$ cat config.mk
export PLATFORM = sky130hd
export DESIGN_NAME = slab_object_allocator_unit
export DESIGN_NICKNAME = d
export VERILOG_FILES = /design/src/hw/rtl/soa_pkg.sv /design/src/hw/rtl/soa_size_decode.sv /design/src/hw/rtl/slab_object_allocator_unit.sv
export SDC_FILE = /design/constraint.sdc
export NUM_CORES = 1
export LEC_CHECK = 0
export ABC_AREA = 0
export BUFFER_PORTS_ARGS = -buffer_cell sky130_fd_sc_hd__buf_2
export CORE_UTILIZATION = 45
export CTS_BUF_LIST = sky130_fd_sc_hd__clkbuf_8
export DETAILED_ROUTE_END_ITERATION = 10
export PLACE_DENSITY = 0.66
export REMOVE_ABC_BUFFERS = 1
export SYNTH_ARGS = -nofsm -noshare
export SYNTH_HDL_FRONTEND = slang
export SYNTH_HIERARCHICAL = 1
export SYNTH_SLANG_ARGS = --single-unit
$ cat constraint.sdc
create_clock -name clk -period 4.8 [get_ports clk]
set_input_delay 0.48 -clock clk [delete_from_list [all_inputs] [get_ports clk]]
set_output_delay 0.48 -clock clk [all_outputs]
set_load 0.05 [all_outputs]
$ cat src/hw/rtl/soa_pkg.sv
// Types and constants of the slab object allocator.
// Depends on nothing; used by all modules of the block.
package soa_pkg;
	localparam int unsigned NUM_CLASSES = 9;
	localparam int unsigned MIN_SHIFT   = 3;
	localparam int unsigned BLK_W       = 5;
	localparam int unsigned NUM_BLOCKS  = 32;
	localparam int unsigned CLS_W       = 4;
	localparam int unsigned CNT_W       = 10;
	localparam int unsigned BLOCK_SHIFT = 12;

	typedef enum logic [1:0] {
		ST_OK  = 2'd0,
		ST_OOM = 2'd1,
		ST_BAD = 2'd2
	} status_t;

	typedef enum logic [1:0] {
		FSM_IDLE,
		FSM_READ,
		FSM_CALC
	} fsm_t;

	// One class table entry: block being filled and slots used in it.
	typedef struct packed {
		logic [BLK_W-1:0] cur_block;
		logic [CNT_W-1:0] used;
	} cls_entry_t;

	// Size decode result.
	typedef struct packed {
		logic             bad;
		logic [CLS_W-1:0] cls;
	} cls_dec_t;
endpackage

$ cat src/hw/rtl/soa_size_decode.sv
// Maps a request size to its power-of-two size class; zero or above 2048 is bad.
// Depends on soa_pkg.
module soa_size_decode (
	input  logic [11:0]       object_size,
	output soa_pkg::cls_dec_t dec
);
	always_comb begin
		dec.bad = 1'b1;
		dec.cls = '0;
		if (object_size != 12'd0) begin
			for (int c = soa_pkg::NUM_CLASSES - 1; c >= 0; c--) begin
				if ({1'b0, object_size} <= (13'd1 << (soa_pkg::MIN_SHIFT + c))) begin
					dec.bad = 1'b0;
					dec.cls = soa_pkg::CLS_W'(c);
				end
			end
		end
	end
endmodule

$ cat src/hw/rtl/slab_object_allocator_unit.sv
// Top level of the slab object allocator: handshake, FSM, class table memory.
// Depends on soa_pkg and soa_size_decode.
//
//  channel      | signals                                   | direction
//  -------------+-------------------------------------------+----------
//  request      | in_valid, in_stall, object_size           | in
//  result       | out_valid, out_stall, status .. byte_off. | out
//  block count  | block_count_we, block_count_wdata         | in
//
// After an item is accepted, the class table is read in the READ state; in the
// CALC state the result is computed, written back and loaded into the result
// register; no new item is taken until the unit is back in IDLE. The
// result register frees the input side, so a new item is taken while a result
// still waits; a waiting result holds the compute stage. Reset or a write of
// the block count clears the class valid bits and rebuilds the taken-block
// mask at once; no clearing pass is needed.
module slab_object_allocator_unit (
	input  logic        clk,
	input  logic        arst_n,
	input  logic        in_valid,
	output logic        in_stall,
	input  logic [11:0] object_size,
	output logic        out_valid,
	input  logic        out_stall,
	output logic [1:0]  status,
	output logic [3:0]  size_class,
	output logic [4:0]  data_block,
	output logic [8:0]  slot_index,
	output logic [16:0] byte_offset,
	input  logic        block_count_we,
	input  logic [4:0]  block_count_wdata
);
	localparam int unsigned NB = soa_pkg::NUM_BLOCKS;

	soa_pkg::fsm_t      state_q, state_d;
	soa_pkg::cls_dec_t  dec;
	soa_pkg::cls_dec_t  dec_s1;
	soa_pkg::cls_entry_t mem [soa_pkg::NUM_CLASSES];
	soa_pkg::cls_entry_t rd_s2;
	logic [soa_pkg::NUM_CLASSES-1:0] cls_valid_q;
	logic [NB-1:0]      taken_q;
	logic               accept, calc_go;

	// Compute-stage signals.
	logic [soa_pkg::CNT_W-1:0] slots;
	logic               has_free;
	logic               free_found;
	logic [soa_pkg::BLK_W-1:0] free_blk;
	logic [1:0]         res_status;
	logic [soa_pkg::BLK_W-1:0] res_blk;
	logic [8:0]         res_slot;
	logic [16:0]        res_off;
	logic               do_write, do_claim;
	soa_pkg::cls_entry_t wr_entry;

	soa_size_decode u_dec (
		.object_size(object_size),
		.dec        (dec)
	);

	assign accept = in_valid && !in_stall;

	// Next state.
	always_comb begin
		state_d = state_q;
		unique case (state_q)
			soa_pkg::FSM_IDLE: if (in_valid) state_d = soa_pkg::FSM_READ;
			soa_pkg::FSM_READ: state_d = soa_pkg::FSM_CALC;
			soa_pkg::FSM_CALC: if (calc_go) state_d = soa_pkg::FSM_IDLE;
			default:           state_d = soa_pkg::FSM_IDLE;
		endcase
	end

	// FSM outputs.
	always_comb begin
		in_stall = (state_q != soa_pkg::FSM_IDLE);
		calc_go  = (state_q == soa_pkg::FSM_CALC) && (!out_valid || !out_stall);
	end

	always_ff @(posedge clk or negedge arst_n) begin
		if (!arst_n) state_q <= soa_pkg::FSM_IDLE;
		else         state_q <= state_d;
	end

	always_ff @(posedge clk) begin
		if (accept) dec_s1 <= dec;
	end

	// Class table memory: one synchronous read port, one write port.
	always_ff @(posedge clk) begin
		rd_s2 <= mem[dec_s1.cls];
		if (do_write) mem[dec_s1.cls] <= wr_entry;
	end

	// Objects per block of this class.
	assign slots = soa_pkg::CNT_W'((13'd1 << soa_pkg::BLOCK_SHIFT) >>
		(soa_pkg::MIN_SHIFT + 32'(dec_s1.cls)));
	assign has_free = cls_valid_q[dec_s1.cls] && (rd_s2.used < slots);

	// Lowest free data block.
	always_comb begin
		free_found = 1'b0;
		free_blk   = '0;
		for (int b = NB - 1; b >= 0; b--) begin
			if (!taken_q[b]) begin
				free_found = 1'b1;
				free_blk   = soa_pkg::BLK_W'(b);
			end
		end
	end

	always_comb begin
		res_status = soa_pkg::ST_OK;
		res_blk    = '0;
		res_slot   = '0;
		do_write   = 1'b0;
		do_claim   = 1'b0;
		wr_entry   = rd_s2;
		if (dec_s1.bad) begin
			res_status = soa_pkg::ST_BAD;
		end else if (has_free) begin
			res_blk        = rd_s2.cur_block;
			res_slot       = rd_s2.used[8:0];
			wr_entry.used  = rd_s2.used + soa_pkg::CNT_W'(1);
			do_write       = calc_go;
		end else if (free_found) begin
			res_blk            = free_blk;
			wr_entry.cur_block = free_blk;
			wr_entry.used      = soa_pkg::CNT_W'(1);
			do_write           = calc_go;
			do_claim           = calc_go;
		end else begin
			res_status = soa_pkg::ST_OOM;
		end
		res_off = ({12'd0, res_blk} << soa_pkg::BLOCK_SHIFT) +
			17'(({8'd0, res_slot} << (soa_pkg::MIN_SHIFT + 32'(dec_s1.cls))));
	end

	// Taken-block mask and class valid bits; a count write rebuilds them.
	always_ff @(posedge clk or negedge arst_n) begin
		if (!arst_n) begin
			taken_q     <= ~((NB'(1) << 31) - NB'(1));
			cls_valid_q <= '0;
		end else if (block_count_we) begin
			taken_q     <= ~((NB'(1) << block_count_wdata) - NB'(1));
			cls_valid_q <= '0;
		end else if (do_write) begin
			cls_valid_q[dec_s1.cls] <= 1'b1;
			if (do_claim) taken_q[free_blk] <= 1'b1;
		end
	end

	// Result register.
	always_ff @(posedge clk or negedge arst_n) begin
		if (!arst_n)                   out_valid <= 1'b0;
		else if (calc_go)              out_valid <= 1'b1;
		else if (out_valid && !out_stall) out_valid <= 1'b0;
	end

	always_ff @(posedge clk) begin
		if (calc_go) begin
			status      <= res_status;
			size_class  <= dec_s1.bad ? '0 : dec_s1.cls;
			data_block  <= res_blk;
			slot_index  <= res_slot;
			byte_offset <= res_off;
		end
	end
endmodule

Word-level counts from Yosys, hierarchy flattened

Memory sizes are Yosys's and may differ from the RTL's. A register that Yosys moved wholly into a read port is not among the register bits.
Index checks and enable logic that the tools add are counted.

Input port bits: 22
Memory bits (writable): 135
Memories kept: 1
Word-level logic and storage cells: 174
Output and inout port bits: 39
Bits in registers: 86

Memory list:

| memory | words | width | rd ports | clocked after Yosys merged registers in | wr ports | RTL line                         | text |
|---|---|---|---|---|---|---|---|
| mem    | 9     | 15    | 1        | 1                                       | 1        | slab_object_allocator_unit.sv:38 | `soa_pkg::cls_entry_t mem [soa_pkg::NUM_CLASSES];` |

$add $sub $neg: 4
Eq/ne operators: 4
Shift operators: 3
Order comparisons: 14
Reduce and logical (&&, ||, !) cells: 23
Mux-type cells: 106
Bitwise logic cells: 4

Operators with widths:

| cell                   | number |
|---|---|
| $mux 5                 | 45 |
| $mux 32                | 3 |
| $mux 1                 | 45 |
| $mux 9                 | 4 |
| $not 32->32            | 1 |
| $or 32x32->32          | 1 |
| $shl 1x5->32 const A   | 1 |
| $shr 13x32->10 const A | 1 |
| $sub 32x2->32 const B  | 1 |
| $mux 15                | 2 |
| $add 17x17->17         | 1 |
| $shl 9x5->17           | 1 |
| $le 12x10->1 const B   | 1 |
| $le 12x11->1 const B   | 1 |
| $le 12x12->1 const B   | 1 |
| $le 12x4->1 const B    | 1 |
| $le 12x5->1 const B    | 1 |
| $le 12x6->1 const B    | 1 |
| $le 12x7->1 const B    | 1 |
| $le 12x8->1 const B    | 1 |
| $le 12x9->1 const B    | 1 |
| $reduce_bool 12->1     | 1 |
| $add 10x1->10 const B  | 1 |
| $lt 10x10->1           | 1 |
| 26 further kinds       | 40 |

Longest topological paths before layout

Depth in word-level cells: 40
Gate-level depth with buffers: 20
Depth with buffers taken out: 18

Cells and area by module

The synthesis kept the hierarchy.

By module, submodules not included:

| module                     | cells an instance | sequential area each (µm²) | area each (µm²) | instances |
|---|---|---|---|---|
| slab_object_allocator_unit | 900               | 6717.7                     | 11103.1         | 1 |
| soa_size_decode            | 41                | 0.0                        | 287.8           | 1 |

Worst setup path before layout

No wires, ideal clock.

Path kind: reg-to-reg
Start: register dec_s1[2] (netlist bit)
End: register byte_offset[16] (data pin)
Buffers on the path: 3
Slack: 0.210 ns
Clock period less this slack: 4.590 ns
Data required time: 4.535 ns
Library setup time: 0.265 ns
Arrival time: 4.325 ns
Cell stages (with the launch flop): 21
Cell sequence: edfxtp_1 inv_1 clkbuf_1 buf_1 ha_1 nand2_1 ha_1 nand4_1 nor2_1 a2111oi_2 o211ai_4 buf_2 mux2_2 nor2_1 ha_1 inv_1 fa_1 inv_1 a21o_1 a21oi_1 xor2_1

Elaborated cells on any way between the ends: 12
Classes of those cells: add/sub: 2; order compare: 1; shift: 2; mux: 6; reduce/logical: 1

RTL lines:

| item                   | RTL line                          | text |
|---|---|---|
| start, declared        | slab_object_allocator_unit.sv:37  | `soa_pkg::cls_dec_t dec_s1;` |
| start signal, assigned | slab_object_allocator_unit.sv:86  | `if (accept) dec_s1 <= dec;` |
| $add 2x4->5            | slab_object_allocator_unit.sv:97  | `(soa_pkg::MIN_SHIFT + 32'(dec_s1.cls)));` |
| $shr 13x32->10         | slab_object_allocator_unit.sv:96  | `assign slots = soa_pkg::CNT_W'((13'd1 << soa_pkg::BLOCK_SHIFT) >>` |
| $lt 10x10->1           | slab_object_allocator_unit.sv:98  | `assign has_free = cls_valid_q[dec_s1.cls] && (rd_s2.used < slots);` |
| $logic_and 1x1->1 *    | slab_object_allocator_unit.sv:98  |  |
| $mux 5 *               | slab_object_allocator_unit.sv:121 | `end else if (has_free) begin` |
| $mux 5 *               | slab_object_allocator_unit.sv:119 | `if (dec_s1.bad) begin` |
| net res_blk (one bit)  | slab_object_allocator_unit.sv:50  | `logic [soa_pkg::BLK_W-1:0] res_blk;` |
| $add 17x17->17 *       | slab_object_allocator_unit.sv:135 | `res_off = ({12'd0, res_blk} << soa_pkg::BLOCK_SHIFT) +` |
| net res_off[16]        | slab_object_allocator_unit.sv:52  | `logic [16:0] res_off;` |
| end signal, assigned   | slab_object_allocator_unit.sv:166 | `byte_offset <= res_off;` |
| end, declared          | slab_object_allocator_unit.sv:29  | `output logic [16:0] byte_offset,` |

The timed path passes the listed nets; every way through them passes the cells marked *. The select of a mux whose other input is x is not followed.
A chain may end at the register's enable or synchronous reset.

Final worst setup path

Start: register dec_s1[0] (netlist bit)
End: register byte_offset[16] (data pin)

Cells in the longest elaborated chain, start to end: 8
Elaborated cells on any way between the ends: 12
Classes of those cells: add/sub: 2; order compare: 1; shift: 2; mux: 6; reduce/logical: 1

Ends and longest elaborated chain:

| item              | RTL line                                                            | text |
|---|---|---|
| $add 2x4->5       | slab_object_allocator_unit.sv:97, slab_object_allocator_unit.sv:136 |  |
| $shr 13x32->10    | slab_object_allocator_unit.sv:96                                    |  |
| $lt 10x10->1      | slab_object_allocator_unit.sv:98                                    |  |
| $logic_and 1x1->1 | slab_object_allocator_unit.sv:98                                    |  |
| $mux 9            | slab_object_allocator_unit.sv:121                                   |  |
| $mux 9            | slab_object_allocator_unit.sv:119                                   |  |
| $shl 9x5->17      | slab_object_allocator_unit.sv:136                                   | `17'(({8'd0, res_slot} << (soa_pkg::MIN_SHIFT + 32'(dec_s1.cls))));` |
| $add 17x17->17 *  | slab_object_allocator_unit.sv:135                                   |  |
| net res_off[16]   | slab_object_allocator_unit.sv:52                                    |  |

Marked as above.

==> out/metrics.cfg <==
[run_status]
outcome = finished, final reports clean

[power_and_ir_drop]
power_mw = 5.562
sequentialPowerShare = 0.455
pwr-share-clk = 0.329
swShare = 0.3127
p_int_mw = 3.823
p_comb_frac = 0.216
p_per_area_nw_per_um2 = 430.7
power_switching_mw = 1.739
peakVddDrop_uv = 234.4
leakage_nw = 4.808

[logic_synthesis]
yosysTopAreaCell = edfxtp_1
synth_top_family_by_area = simple AND/OR/NAND/NOR gates
synthFlopType = edfxtp_1
netlist-cell-type-count = 72
ys_seq_area_frac = 0.5897
synth_cells = 941
synth_top_area_share = 0.4666
synthXorXnorAreaFrac = 0.006151
synth_compound_area_frac = 0.1118
synth_simple_gate_area_frac = 0.1322
synth_seq_cells = 236
yosys_warnings = 6
synth_edf_count = 177
syn-mean-instance-area_um2 = 12.11
post_synth_instance_area_um2 = 11390
synth_area_leaders = edfxtp_1 (47%), dfrtp_1 (9.4%), mux4_2 (6.5%)
synthAdderAreaFrac = 0.02482
synthMuxAreaShare = 0.1076
async_reset_ff_frac = 0.1864

[sta]
max_freq_mhz = 222.4
slew_violations = 0
finalCritPeriodShare = 0.9366
tightest_slew_ps = 1160
finalHoldViolCount = 0
skew_ps = 18.46
maxSlewHeadroom = 0.2187
layout_setup_ws_ps = 304.4
period_needed_ps = 4496
setup_viol = 0

[setup_path]
cp-end-kind = flop
cp.required_ps = 5080
critPathKind = flop to flop
crit_buf_inv = 3
cp_top_family = adder cells
cp_common_cell = ha_1
crit_arrival_ps = 4780
cp_slowest_cell = a2111oi_4
path_cells = inv_2 -> ha_1 -> ha_1 -> nand2_1 -> ha_1 -> a211oi_1 -> o21ai_0 -> a2111oi_4 -> o211ai_4 -> nand2b_1 -> nor2_1 -> ha_1 -> inv_1 -> fa_1 -> inv_1 -> a21o_1 -> a21oi_1 -> xor2_1
crit_path_start_kind = flop
cp_max_fo = 13
slowest_delay_ps = 470

[drt]
routed_wl_mm = 26.85
antenna_left = 0
drc = 0
wl_per_cell_um = 19.57
num_vias = 7874
avgViaCountPerCell = 5.739
first_pass_iters = 5
drt_iter0_drc = 798

[cts]
htree_levels = 2
cts_buffer_depth = 3
cts.sinks = 236
cts_root_buffer = clkbuf_8
cts_tree = done
post-cts-setup-buffer-count = 0
cts_resized = 0
clk_pin_slew_ps = 60
cts_buffers = 40
clk_latency_ps = 540
holdBufCountCts = 0

[grt]
grt_overflow = 0
grt_start_max_net_pins = 45
grt_pass1_vias = 7654
grt.total_usage = 0.2125
antenna_found_initial = 0
grt_pass1_wl_mm = 42.59

[die]
start_util = 0.4630
io_pins = 61
core.rowCount = 57
dieArea_um2 = 25950
die_x_um = 161.1
core-area_um2 = 24600
fp.dieH_um = 161.1

[layout]
layout.nets = 1060
utilization = 0.5249
syn2layout_area_growth_pct = 13.38
drive_above_1_share = 0.1908
n_fill_cell = 2118
final_cells = 1372
n_antenna_cell = 0

[min_path]
hold_path_class = input pin to asynchronous set/reset pin

[placed_design]
io_buffers = 60
dp_slack_ps = 291.4
hpwl_mm = 17.84
place_congestion = 0.8864
place_inst = 1297

[flow_run]
drv_cap = 0

==> layout by cell type, fill, tap and decap left out, types with 10 or more instances in the layout <==
cell type,n
mux2i_1,37
buf_2,60
clkbuf_8,41
o31ai_1,10
mux2_2,10
nand2_1,87
nand3_1,25
nor3_1,17
a21oi_1,47
dfrtp_1,43
nand4_1,15
inv_1,41
buf_4,22
a31oi_1,10
o21ai_0,75
edfxtp_1,177
nor2_1,92
ha_1,21
dfxtp_1,15
and2_1,19
mux4_2,33
==> kinds of logic after synthesis <==
kind of cell | after synthesis
and+or+nand+nor | 310
DFF | 236
AOI/OAI and AO/OA | 204
buffers and inverters | 81
muxes | 80
adders and majority gates | 22
xor gates and xnor gates | 8
==> stage by stage <==
step | hold WS, ps | setup TNS [ps] | area [um2]
finish | 102.9 | 0 | 12910
floorplan | 184.4 | -60030 | 11190
detailed placement | 433.3 | 0 | 12070
CTS | 122.0 | 0 | 12890
global route | 171.8 | -12.05 | 12910
global placement | 426.7 | 0 | 12070
==> worst reg2reg max path: stages (launching register included) <==
cell and delay, ps:
edfxtp_1 440, inv_2 220, ha_1 370, ha_1 230, nand2_1 70, ha_1 190
a211oi_1 210, o21ai_0 190, a2111oi_4 470, o211ai_4 280, nand2b_1 370, nor2_1 170
ha_1 170, inv_1 50, fa_1 400, inv_1 70, a21o_1 110, a21oi_1 70
xor2_1 160
==> layer usage <==
metal	up-vias	track usage	wire length [um]	part of all wire
met2	296	0.3297	12310	0.46
met4	0	0.07633	623	0.023
met5	-	0	0	0
met3	45	0.03313	1793	0.067
li1	3710	-	-	-
met1	3823	0.3037	12120	0.45
==> layout make-up <==
cell class | instances | area [um2] | share of cell area
inverters | 31 | 116.4 | 0.009010
flip-flops and latches | 236 | 6718 | 0.5202
repair buffers | 82 | 465.4 | 0.03604
well taps | 324 | 405.4 | 0.03139
clock buffers | 41 | 564.3 | 0.04369
clock inverters | 33 | 256.5 | 0.01986
multi-input cells | 625 | 4389 | 0.3399
==> synth_stat cells, types with 3 or more instances <==
library cell / number
nand2_1: 87
mux2i_1: 37
nand3_1: 25
o21ai_0: 75
or2_2: 4
a22oi_1: 4
a31oi_1: 10
a311oi_1: 4
nand3b_1: 5
nor3_1: 18
buf_1: 5
nand4_1: 15
clkbuf_1: 39
and3_1: 8
a21oi_1: 47
nor3b_1: 3
dfxtp_1: 15
mux4_2: 33
mux2_2: 10
o22ai_1: 5
inv_1: 30
dfrtp_1: 43
o221ai_1: 8
nand2b_1: 9
xnor2_1: 6
nor2_1: 92
o31ai_1: 10
and2_1: 19
or3_1: 5
buf_2: 5
edfxtp_1: 177
ha_1: 21
a21o_1: 4
a211oi_1: 3
o211ai_1: 8
nor2b_1: 6
o21ai_1: 3
==> flip-flops by register name (all words and copies together), names as in the netlist, 5 cells and up <==
signal	flops
mem	135
taken_q	32
byte_offset	17
rd_s2	15
cls_valid_q	9
slot_index	9
data_block	5
dec_s1	5
==> power by group through the flow <==
stage               Clock, mW  Sequential (mW)  Combinational, mW
CTS                      1.87             2.53               1.19
finish                   1.83             2.53               1.20
global route             1.95             2.55               1.32
global placement            0             2.57               1.17
floorplan                   0             2.78              0.615
detailed placement          0             2.57               1.19
==> final timing paths <==
check	depth (start not counted)	slack, ps	start	to
max in group asynchronous	1	4080	arst_n	cls_valid_q[1]
max	18	300	dec_s1[0]	byte_offset[16]
min reg2reg	2	430	mem[8][12]	rd_s2[12]
min in group clk	3	170	out_stall	out_valid
min	1	100	arst_n	taken_q[21]
max reg2reg	18	300	dec_s1[0]	byte_offset[16]
(Power assumes the default switching activity.)
